$ cat src/bed_pkg.sv
// ---------------------------------------------------------------------------
// bed_pkg - shared types and constants
// Pixel and window types, register map and sizing defaults for the 3x3
// binary erode/dilate block.
// ---------------------------------------------------------------------------
package bed_pkg;

    localparam int PIX_W          = 8;
    localparam int DEF_MAX_WIDTH  = 1024;
    localparam int DEF_MAX_HEIGHT = 4096;

    localparam int FW_W   = 11;   // frame_width register
    localparam int FH_W   = 13;   // frame_height register
    localparam int APB_AW = 4;
    localparam int APB_DW = 32;

    localparam logic [FW_W-1:0] RST_FRAME_WIDTH  = 11'd1024;
    localparam logic [FH_W-1:0] RST_FRAME_HEIGHT = 13'd4096;

    // register indexes (paddr[3:2])
    localparam logic [1:0] REG_ERODE  = 2'd0;
    localparam logic [1:0] REG_EIGHT  = 2'd1;
    localparam logic [1:0] REG_WIDTH  = 2'd2;
    localparam logic [1:0] REG_HEIGHT = 2'd3;

    typedef logic [PIX_W-1:0] pixel_t;

    // one line store word: previous row and the row before it
    typedef struct packed {
        pixel_t near_row;
        pixel_t far_row;
    } bed_lines_t;

    // one window column, top to bottom
    typedef struct packed {
        pixel_t top;
        pixel_t mid;
        pixel_t bot;
    } bed_column_t;

    // neighbours to ignore, outside the image
    typedef struct packed {
        logic top;
        logic bot;
        logic lft;
        logic rgt;
    } bed_border_t;

    typedef struct packed {
        logic erode_mode;
        logic eight_connected;
    } bed_mode_t;

endpackage

$ cat src/bed_kernel.sv
// ---------------------------------------------------------------------------
// bed_kernel - 3x3 window and neighbour decision
// Shifts one column in per step and decides the centre pixel of the
// shifted window.
// ---------------------------------------------------------------------------
module bed_kernel
    import bed_pkg::*;
(
    input  logic        clk,
    input  logic        rst_n,
    input  logic        shift,
    input  bed_column_t col_in,
    input  bed_border_t border,
    input  bed_mode_t   mode,
    output pixel_t      result
);

    bed_column_t win_reg [3];   // 0 left, 1 centre, 2 right
    bed_column_t win_next [3];
    pixel_t      fg;
    pixel_t      bg;
    pixel_t      centre;
    logic        hit;

    always_comb
    begin
        win_next[0] = win_reg[1];
        win_next[1] = win_reg[2];
        win_next[2] = col_in;
    end

    always_ff @(posedge clk or negedge rst_n)
    begin
        if (!rst_n)
        begin
            win_reg[0] <= '0;
            win_reg[1] <= '0;
            win_reg[2] <= '0;
        end
        else if (shift)
        begin
            win_reg[0] <= win_next[0];
            win_reg[1] <= win_next[1];
            win_reg[2] <= win_next[2];
        end
    end

    // dilate: f=1 b=0, erode: f=0 b=1
    assign fg     = {{(PIX_W-1){1'b0}}, ~mode.erode_mode};
    assign bg     = {{(PIX_W-1){1'b0}}, mode.erode_mode};
    assign centre = win_next[1].mid;

    always_comb
    begin
        hit = 1'b0;
        if (!border.top && win_next[1].top == fg) hit = 1'b1;
        if (!border.bot && win_next[1].bot == fg) hit = 1'b1;
        if (!border.lft && win_next[0].mid == fg) hit = 1'b1;
        if (!border.rgt && win_next[2].mid == fg) hit = 1'b1;
        if (mode.eight_connected)
        begin
            if (!border.top && !border.lft && win_next[0].top == fg) hit = 1'b1;
            if (!border.top && !border.rgt && win_next[2].top == fg) hit = 1'b1;
            if (!border.bot && !border.lft && win_next[0].bot == fg) hit = 1'b1;
            if (!border.bot && !border.rgt && win_next[2].bot == fg) hit = 1'b1;
        end
        result = (centre == bg && hit) ? fg : centre;
    end

endmodule

$ cat config.mk
export PLATFORM = sky130hd
export DESIGN_NAME = bed_kernel
export DESIGN_NICKNAME = d
export VERILOG_FILES = /design/src/bed_pkg.sv /design/src/bed_kernel.sv
export SDC_FILE = /design/constraint.sdc
export NUM_CORES = 1
export LEC_CHECK = 0
export ABC_AREA = 1
export BUFFER_PORTS_ARGS = -buffer_cell sky130_fd_sc_hd__buf_2
export CAP_MARGIN = 20
export CORE_UTILIZATION = 35
export DETAILED_ROUTE_END_ITERATION = 6
export GPL_ROUTABILITY_DRIVEN = 0
export PLACE_DENSITY_LB_ADDON = 0.25
export SETUP_SLACK_MARGIN = 0.3
export SLEW_MARGIN = 0
export SYNTH_ARGS = -nofsm -noshare
export SYNTH_HDL_FRONTEND = slang
export SYNTH_SLANG_ARGS = --single-unit
$ cat constraint.sdc
create_clock -name clk -period 1.9 [get_ports clk]
set_input_delay 0.19 -clock clk [delete_from_list [all_inputs] [get_ports clk]]
set_output_delay 0.19 -clock clk [all_outputs]
set_load 0.01 [all_outputs]
==> results of run 1 <==
placed cells by master, fill, tap and decap left out:
cell type,instances
nand2_1,65
nor2_1,51
dfrtp_1,48
buf_2,40
inv_1,29
o21ai_1,28
a21oi_1,18
clkbuf_8,6
nand3_1,5
inv_2,5
xnor2_1,4
buf_4,4
nor2_2,2
or2_1,2
nor3_1,2
nand4_1,2
o21ai_0,2
clkinvlp_4,2
buf_12,2
nand2_2,1
nor3_2,1
xor2_1,1
nor3_4,1
mux2_1,1
dlygate4sd3_1,1
logic make-up after synthesis:
group | count (synthesis)
simple gates | 132
compound gates | 48
xor+xnor | 5
buf+inv | 52
mux | 1
flops | 48
worst paths after layout:
check                                         start                  endpoint  slack [ns]
setup / recovery           win_next[26]$_DFFE_PN0P_                 result[0]        0.19
hold / removal                           col_in[17]  win_next[41]$_DFFE_PN0P_        0.11
setup reg to reg           win_next[24]$_DFFE_PN0P_  win_next[48]$_DFFE_PN0P_        1.08
hold reg to reg            win_next[47]$_DFFE_PN0P_  win_next[71]$_DFFE_PN0P_        0.49
max in group asynchronous                     rst_n  win_next[46]$_DFFE_PN0P_        0.97
min in group asynchronous                     rst_n     centre[4]$_DFFE_PN0P_        0.40
worst max-delay path: stages, from the launching register on:
cell and delay, ns:
dfrtp_1 0.40, nor2_1 0.10, nand3_1 0.10, nor2_1 0.11
nand2_1 0.06, nand2_2 0.06, nor2_1 0.04, nand2_1 0.07
nand2_1 0.05, nand2_1 0.05, nand2_1 0.05, buf_2 0.14
through the flow:
step           power (W)  instances
6_report         0.00216        398
5_1_grt          0.00229        398
4_1_cts          0.00218        396
3_5_place_dp     0.00153        387
3_3_place_gp     0.00152        387
2_1_floorplan    0.00140        286
repair_timing:
item / CTS / global route
endpoints found under the hold margin: 21 / 0
pin swaps: 1 / 2
hold buffers: 1 / 0
setup endpoints to repair: 1 / 1
setup buffers: 0 / 2
gates resized for setup: 0 / 6
registers in the layout, summed over array words and instances, names as in the netlist:
signal	flops
centre	8
win_next	40
cell type report:
class | count | area [µm²] | area share (%)
clock buffers | 6 | 82.6 | 3.13
clock inverters | 2 | 15.0 | 0.570
inverters | 34 | 128 | 4.84
multi-input cells | 186 | 836 | 31.7
flip-flops and latches | 48 | 1200 | 45.6
well taps | 75 | 93.8 | 3.56
repair buffers | 47 | 280 | 10.6
report_power, final:
part           internal, W  switching, W  leakage (nW)
clock network     0.000295      0.000346        0.0434
registers          0.00112     0.0000549         0.570
logic             0.000136      0.000202         0.699
total              0.00156      0.000602          1.31
layer usage:
layer | GRT usage, % | routed length [µm]
met5 | 0 | 0
met4 | 4.21 | 33
met3 | 4.11 | 236
met2 | 24.7 | 2090
met1 | 21.2 | 2220
==> results_dict.tcl, run 1 <==
set metrics [dict create \
    outcome "finished clean" \
    crit_fanout 2 \
    grt.total_usage_pct 15.7 \
    netlist_instances 286 \
    period_share_pct 90.1 \
    synth_area_leaders "dfrtp_1 (54%), nand2_1 (11%), nor2_1 (8.9%)" \
    coreArea_mm2 0.00603 \
    finalHoldViolations 0 \
    finalWorstSetupSlack_ns 0.188 \
    synth_mux_area_share_pct 0.503 \
    die_h_um 82.0 \
    cts_htree_levels 2 \
    synth_top_area_share_pct 53.7 \
    numCtsBuffers 5 \
    synth_top_cell_by_area "dfrtp_1" \
    synth-seq-cells 48 \
    fin_hold_ws_ns 0.108 \
    final_antenna_net_count 0 \
    drv_cap 0 \
    max-slew-margin-rel_pct 64.5 \
    reg2reg_depth 1 \
    crit_required_ns 1.71 \
    ir_drop_mv 0.435 \
    hp-class "primary input to flip-flop" \
    setup-tns-final_ns 0 \
    drive_above_1_share_pct 19.8 \
    cts_sinks 48 \
    yosysMostFrequentCell "nand2_1" \
    grt_pass1_wl_um 7850 \
    drcViolationCount 0 \
    ys_seq_area_share_pct 53.7 \
    numPortBuffers 40 \
    grt-ovfl-total 0 \
    cts-root-buf "clkbuf_8" \
    start_util_pct 37.1 \
    place.detailed.hpwl_um 3470 \
    die_w_um 82.0 \
    async_reset_ff_share_pct 100 \
    syn_to_final_growth_pct 17.8 \
    synth_top_family_by_area "simple AND/OR/NAND/NOR gates" \
    fin_crit_ns 1.71 \
    slew_violations 0 \
    cts_tree "done" \
    powerDensity_mw_per_mm2 819 \
    synth-simple-area-share_pct 23.7 \
    grt_max_degree 44 \
    antenna_found_initial 0 \
    clk_latency_ns 0.30 \
    clk_pin_slew_ns 0.10 \
    yosys.area_share.xor_xnor_pct 1.96 \
    avgViaCountPerCell 4.59 \
    rsz0062_at_grt "yes" \
    place_area_mm2 0.00250 \
    crit_type "flip-flop to output pin" \
    arrival_ns 1.52 \
    start_kind "flip-flop" \
    syn_nets 319 \
    first_global_vias 1752 \
    skew_ns 0.0107 \
    fmax_mhz 584 \
    synth_compound_area_share_pct 10.7 \
    synth.top_cells.by_count "nand2_1 (65), nor2_1 (53), dfrtp_1 (48), inv_1 (32), o21ai_1 (28)" \
    clockBufferDepth 2 \
    io_pins 41 \
    tightest_slew_ns 0.533 \
    yosysUniqueCellTypes 20 \
    drtIter0Drc 59 \
    fillers 631 \
    syn_area_per_cell_um2 7.82 \
    insertedDiodeCount 0 \
    endpoint_kind "output pin" \
    drt-pass1-iter-count 4 \
    design_area_mm2 0.00264 \
    power.leakage_nw 1.31 \
    min_path_cells 3 \
    synth_edf_count 0 \
    num_vias 1825 \
    yosys_warnings 0 \
    wire_per_inst_um 11.5 \
    dieArea_mm2 0.00672 \
    synth_ff_type "dfrtp_1" \
    syn_area_mm2 0.00224 \
    wirelength_um 4590 \
    postLayoutCoreUtil_pct 43.8 \
    placementRows 28 \
    nNetsFinal 355 \
    synthAdderAreaFrac_pct 0 \
    post-place-ws_ns 0.431 \
    setup_viol 0 \
]
(Power assumes the default switching activity.)
==> inputs of run 2 (changes only) <==
--- a/config.mk
+++ b/config.mk
@@ -8,7 +8,7 @@
 export ABC_AREA = 1
 export BUFFER_PORTS_ARGS = -buffer_cell sky130_fd_sc_hd__buf_2
 export CAP_MARGIN = 20
-export CORE_UTILIZATION = 35
+export CORE_UTILIZATION = 55
 export DETAILED_ROUTE_END_ITERATION = 6
 export GPL_ROUTABILITY_DRIVEN = 0
 export PLACE_DENSITY_LB_ADDON = 0.25
==> run 2 against run 1 <==
  * Largest cell class unchanged
  * Via count fell by 0.44%
  * Highest routed layer unchanged
  * Register-to-register slack barely moved
  * Setup slack got worse by 0.022 ns
==> results_dict.tcl, run 2 (synthesis gave the netlist of run 1 again) <==
set metrics [dict create \
    outcome "finished clean" \
    postLayoutCoreUtil_pct 67.8 \
    die_w_um 65.8 \
    dp_cells 359 \
    post-place-ws_ns 0.430 \
    rsz0062_at_grt "yes" \
    clockBufferDepth 2 \
    numCtsBuffers 5 \
    drcViolationCount 0 \
    power.leakage_nw 1.29 \
    period_share_pct 91.3 \
    tightest_slew_ns 0.592 \
    drv_cap 0 \
    cts_sinks 48 \
    layout_common_cells "nand2_1 (65), nor2_1 (50), dfrtp_1 (48)" \
    wirelength_um 4290 \
    max-slew-margin-rel_pct 60.5 \
    crit_path_cell_trace "nor2_1 > nand2_1 > nor2_1 > nand2_1 > nand2_1 > o21ai_1 > nand2_1 > nand2_1 > nand2_1 > nand2_1 > buf_2" \
    clk_pin_slew_ns 0.08 \
    nNetsFinal 352 \
    numPortBuffers 40 \
    first_global_vias 1752 \
    finalWorstSetupSlack_ns 0.165 \
    power_switching_w 0.000572 \
    slew_violations 0 \
    fillers 326 \
    grt-ovfl-total 0 \
    num_vias 1817 \
    crit_fanout 2 \
    internal_power_w 0.00155 \
    insertedDiodeCount 0 \
    cts_setup_buffers 0 \
    sw_frac_of_total_pct 27.0 \
    start_util_pct 59.3 \
    cts-root-buf "clkbuf_8" \
    coreArea_mm2 0.00377 \
    setup-tns-final_ns 0 \
    fin_crit_ns 1.73 \
    drive_above_1_share_pct 18.1 \
    fmax_mhz 576 \
    max_stage_delay_ns 0.38 \
    cts_tree "done" \
    arrival_ns 1.54 \
    power_frac_comb_pct 15.4 \
    ir_drop_mv 0.559 \
    grt.total_usage_pct 23.3 \
    grt_max_degree 49 \
    setup_viol 0 \
    syn_to_final_growth_pct 14.2 \
    power_frac_seq_pct 55.7 \
    wire_per_inst_um 11.7 \
    placementRows 22 \
    final_antenna_net_count 0 \
    endpoint_kind "output pin" \
    instances_no_fill 368 \
    skew_ns 0.00328 \
    crit_required_ns 1.71 \
    drt-pass1-iter-count 4 \
    pwr-share-clk_pct 28.9 \
    antenna_found_initial 0 \
    dieArea_mm2 0.00433 \
    largest_reg_flops 40 \
    powerDensity_mw_per_mm2 829 \
    avgViaCountPerCell 4.94 \
    clk_latency_ns 0.30 \
    place.detailed.hpwl_um 3130 \
    hp-class "primary input to flip-flop" \
    cp_common_cell "nand2_1" \
    io_pins 41 \
    final_common_cell "nand2_1" \
    cts_htree_levels 2 \
    start_kind "flip-flop" \
    crit_type "flip-flop to output pin" \
    drtIter0Drc 144 \
    die_h_um 65.8 \
    multiInputGateArea_um2 843 \
    seq_area_mm2 0.00120 \
    critPathSlowestCell "dfrtp_1" \
    finalHoldViolations 0 \
    grt_pass1_wl_um 7440 \
]
-- run 2: layout make-up --
| cell class | instances | area share [%] |
|---|---|---|
| well taps | 48 | 2.35 |
| repair buffers | 44 | 9.11 |
| multi-input cells | 186 | 33.0 |
| inverters | 34 | 5.00 |
| flip-flops and latches | 48 | 47.0 |
| clock buffers | 8 | 3.53 |
-- run 2: path summary, 6_finish.rpt --
path / cells after the start / start / slack [ns] / to
worst max-delay path: 11 / win_next[49]$_DFFE_PN0P_ / 0.17 / result[0]
worst min-delay path: 3 / col_in[14] / 0.11 / centre[6]$_DFFE_PN0P_
worst max register to register: 1 / win_next[24]$_DFFE_PN0P_ / 1.07 / win_next[48]$_DFFE_PN0P_
worst min register to register: 2 / win_next[31]$_DFFE_PN0P_ / 0.51 / win_next[55]$_DFFE_PN0P_
max in group asynchronous: 3 / rst_n / 0.98 / win_next[58]$_DFFE_PN0P_
min in group asynchronous: 3 / rst_n / 0.50 / win_next[43]$_DFFE_PN0P_
-- run 2: per-layer routing --
metal  routed length, µm  track usage, %  up-vias
li1                    -               -      940
met2                2010            36.7       42
met1                2050            30.9      829
met3                 163            4.14        6
met4                  75            11.4        0
met5                   0               0        -
-- run 2: power groups by stage --
stage                     Clock (W)  Combinational, W  Sequential [W]
after CTS                  0.000630          0.000329         0.00118
after global routing       0.000665          0.000378         0.00119
after detailed placement          0          0.000323         0.00120
after floorplan                   0          0.000215         0.00118
final                      0.000613          0.000327         0.00118
after global placement            0          0.000314         0.00119
-- run 2: stage by stage --
| stage | total power (W) | hold slack, ns | area (µm²) |
|---|---|---|---|
| finish | 0.00212 | 0.112 | 2550 |
| global route | 0.00224 | 0.116 | 2550 |
| CTS | 0.00214 | 0.106 | 2550 |
| detailed placement | 0.00152 | 0.318 | 2440 |
| global placement | 0.00151 | 0.318 | 2440 |
| floorplan | 0.00140 | -0.106 | 2240 |
-- run 2: critical path, delay by kind of cell, from the launching register on --
kind / cells / cell delay (ns)
AO/OA/AOI/OAI: 1 / 0.06
AND/OR/NAND/NOR: 9 / 0.67
buffers and inverters: 1 / 0.14
flip-flops: 1 / 0.38
-- run 2: what timing repair did --
action / in CTS / in global routing
hold endpoints to repair: 33 / 0
hold buffers: 1 / 0
setup endpoints to repair: 1 / 1
gates resized for setup: 3 / 2
pin swaps: 2 / 7
==> inputs of run 3 (changes only) <==
--- a/config.mk
+++ b/config.mk
@@ -6,7 +6,7 @@
 export NUM_CORES = 1
 export LEC_CHECK = 0
 export ABC_AREA = 1
-export BUFFER_PORTS_ARGS = -buffer_cell sky130_fd_sc_hd__buf_2
+export BUFFER_PORTS_ARGS = -buffer_cell sky130_fd_sc_hd__buf_4
 export CAP_MARGIN = 20
 export CORE_UTILIZATION = 55
 export DETAILED_ROUTE_END_ITERATION = 6
==> run 3 against run 2 <==
  * Combinational power up 7.0%
  * Critical endpoint unchanged
  * Setup slack better by 0.024 ns
  * Register-to-register slack about the same
  * Hold slack worse by 0.0072 ns
  * Critical path depth unchanged
  * Clock skew down 0.0017 ns
==> results_dict.tcl, run 3 (synthesis gave the netlist of run 1 again) <==
set metrics [dict create \
    grt-ovfl-total 0 \
    cts_tree "done" \
    path_delay_family "simple AND/OR/NAND/NOR gates" \
    final_antenna_net_count 0 \
    largest_reg_flops 40 \
    avgViaCountPerCell 4.88 \
    min_path_cells 3 \
    drt-pass1-iter-count 5 \
    dieArea_mm2 0.00433 \
    power_switching_w 0.000565 \
    postLayoutCoreUtil_pct 69.9 \
    clk_latency_ns 0.30 \
    worstReg2RegEnd "win_next[48]$_DFFE_PN0P_" \
    antenna_found_initial 0 \
    drive_above_1_share_pct 17.6 \
    insertedDiodeCount 0 \
    crit_path_cell_trace "inv_1 > nand2_1 > nor3_2 > nand2_1 > nand2_2 > nor2_1 > nand2_1 > nand2_1 > nand2_1 > nand2_1 > buf_4" \
    fin_crit_ns 1.71 \
    fmax_mhz 585 \
    ir_drop_mv 0.471 \
    grt_max_degree 49 \
    crit_cells 11 \
    sw_frac_of_total_pct 27.0 \
    cp_common_cell "nand2_1" \
    arrival_ns 1.52 \
    clk_pin_slew_ns 0.08 \
    powerDensity_mw_per_mm2 793 \
    pwr-share-clk_pct 26.8 \
    wirelength_um 4330 \
    reg2reg_depth 1 \
    start_util_pct 59.3 \
    setup-tns-final_ns 0 \
    crit_end "result[0]" \
    internal_power_w 0.00153 \
    drtIter0Drc 123 \
    drv_cap 0 \
    setup_viol 0 \
    endpoint_kind "output pin" \
    clockBufferDepth 2 \
    io_pins 41 \
    syn_to_final_growth_pct 17.8 \
    reg2reg_slack_ns 1.08 \
    power.leakage_nw 1.32 \
    layout_common_cells "nand2_1 (65), nor2_1 (53), dfrtp_1 (48)" \
    outcome "finished clean" \
    nNetsFinal 352 \
    cts_sinks 48 \
    skew_ns 0.00158 \
    crit_buf_inv 2 \
    crit_type "flip-flop to output pin" \
    crit_fanout 2 \
    cts_setup_buffers 0 \
    period_share_pct 90.0 \
    fillers 324 \
    rsz0062_at_grt "yes" \
    die_w_um 65.8 \
    finalHoldViolations 0 \
    max_stage_delay_ns 0.39 \
    max-slew-margin-rel_pct 61.1 \
    num_vias 1790 \
    power_frac_comb_pct 16.8 \
    drcViolationCount 0 \
    numPortBuffers 40 \
    slew_violations 0 \
    hp-class "primary input to flip-flop" \
    grt_pass1_wl_um 7450 \
    die_h_um 65.8 \
    tightest_slew_ns 0.584 \
    critPathSlowestCell "dfrtp_1" \
    reg2reg_from "win_next[24]$_DFFE_PN0P_" \
    power_frac_seq_pct 56.4 \
    placementRows 22 \
    grt.total_usage_pct 23.3 \
    coreArea_mm2 0.00377 \
    cts-root-buf "clkbuf_8" \
    numCtsBuffers 5 \
    first_global_vias 1770 \
    start_kind "flip-flop" \
    final_common_cell "nand2_1" \
    wire_per_inst_um 11.8 \
    crit_required_ns 1.71 \
    place.detailed.hpwl_um 3200 \
    crit_start "win_next[31]$_DFFE_PN0P_" \
    cts_htree_levels 2 \
]
run 3: area by class of cell:
class	count	area (µm²)	share of cell area [%]
tap	48	60.1	2.28
clock inverter	1	5.00	0.190
multi-input combinational	186	836	31.7
sequential	48	1200	45.6
timing repair buffer	44	333	12.6
clock buffer	6	72.6	2.75
inverter	34	128	4.84
run 3: worst min path at each step:
stage / startpoint / to / slack (ns)
2_1_floorplan: rst_n / centre[0]$_DFFE_PN0P_ / -0.11
3_3_place_gp: rst_n / win_next[63]$_DFFE_PN0P_ / 0.24
3_5_place_dp: rst_n / centre[6]$_DFFE_PN0P_ / 0.24
4_1_cts: col_in[15] / centre[7]$_DFFE_PN0P_ / 0.1
5_1_grt: col_in[1] / win_next[25]$_DFFE_PN0P_ / 0.11
6_report: col_in[1] / win_next[25]$_DFFE_PN0P_ / 0.10
run 3: repair_timing:
action / 4_1_cts / 5_1_grt
endpoints found under the setup margin: 1 / 1
resized for setup: 2 / 1
hold endpoints to repair: 48 / 0
hold buffers: 1 / 0
run 3: stage by stage:
step	hold slack (ns)	total power (W)	instance area, µm²	instances	worst slack [ns]
global route	0.109	0.00221	2640	367	0.0690
detailed placement	0.237	0.00155	2540	359	0.470
floorplan	-0.106	0.00140	2240	286	0.723
finish	0.105	0.00209	2640	367	0.190
CTS	0.0972	0.00211	2640	367	0.197
global placement	0.237	0.00153	2540	359	0.472
run 3: power groups by stage:
stage,Sequential (W),Clock (W),Combinational (W)
final,0.00118,0.000561,0.000350
after global routing,0.00119,0.000615,0.000403
after CTS,0.00118,0.000582,0.000355
after detailed placement,0.00120,0,0.000349
after global placement,0.00119,0,0.000341
after floorplan,0.00118,0,0.000215
run 3: routing by layer:
layer	global-route usage [%]	part of all wire (%)	vias to the layer above
met4	8.97	1.5	0
met5	0	0	-
met2	38.6	46	41
met3	5.34	5.1	4
met1	29.3	47	804
li1	-	-	941
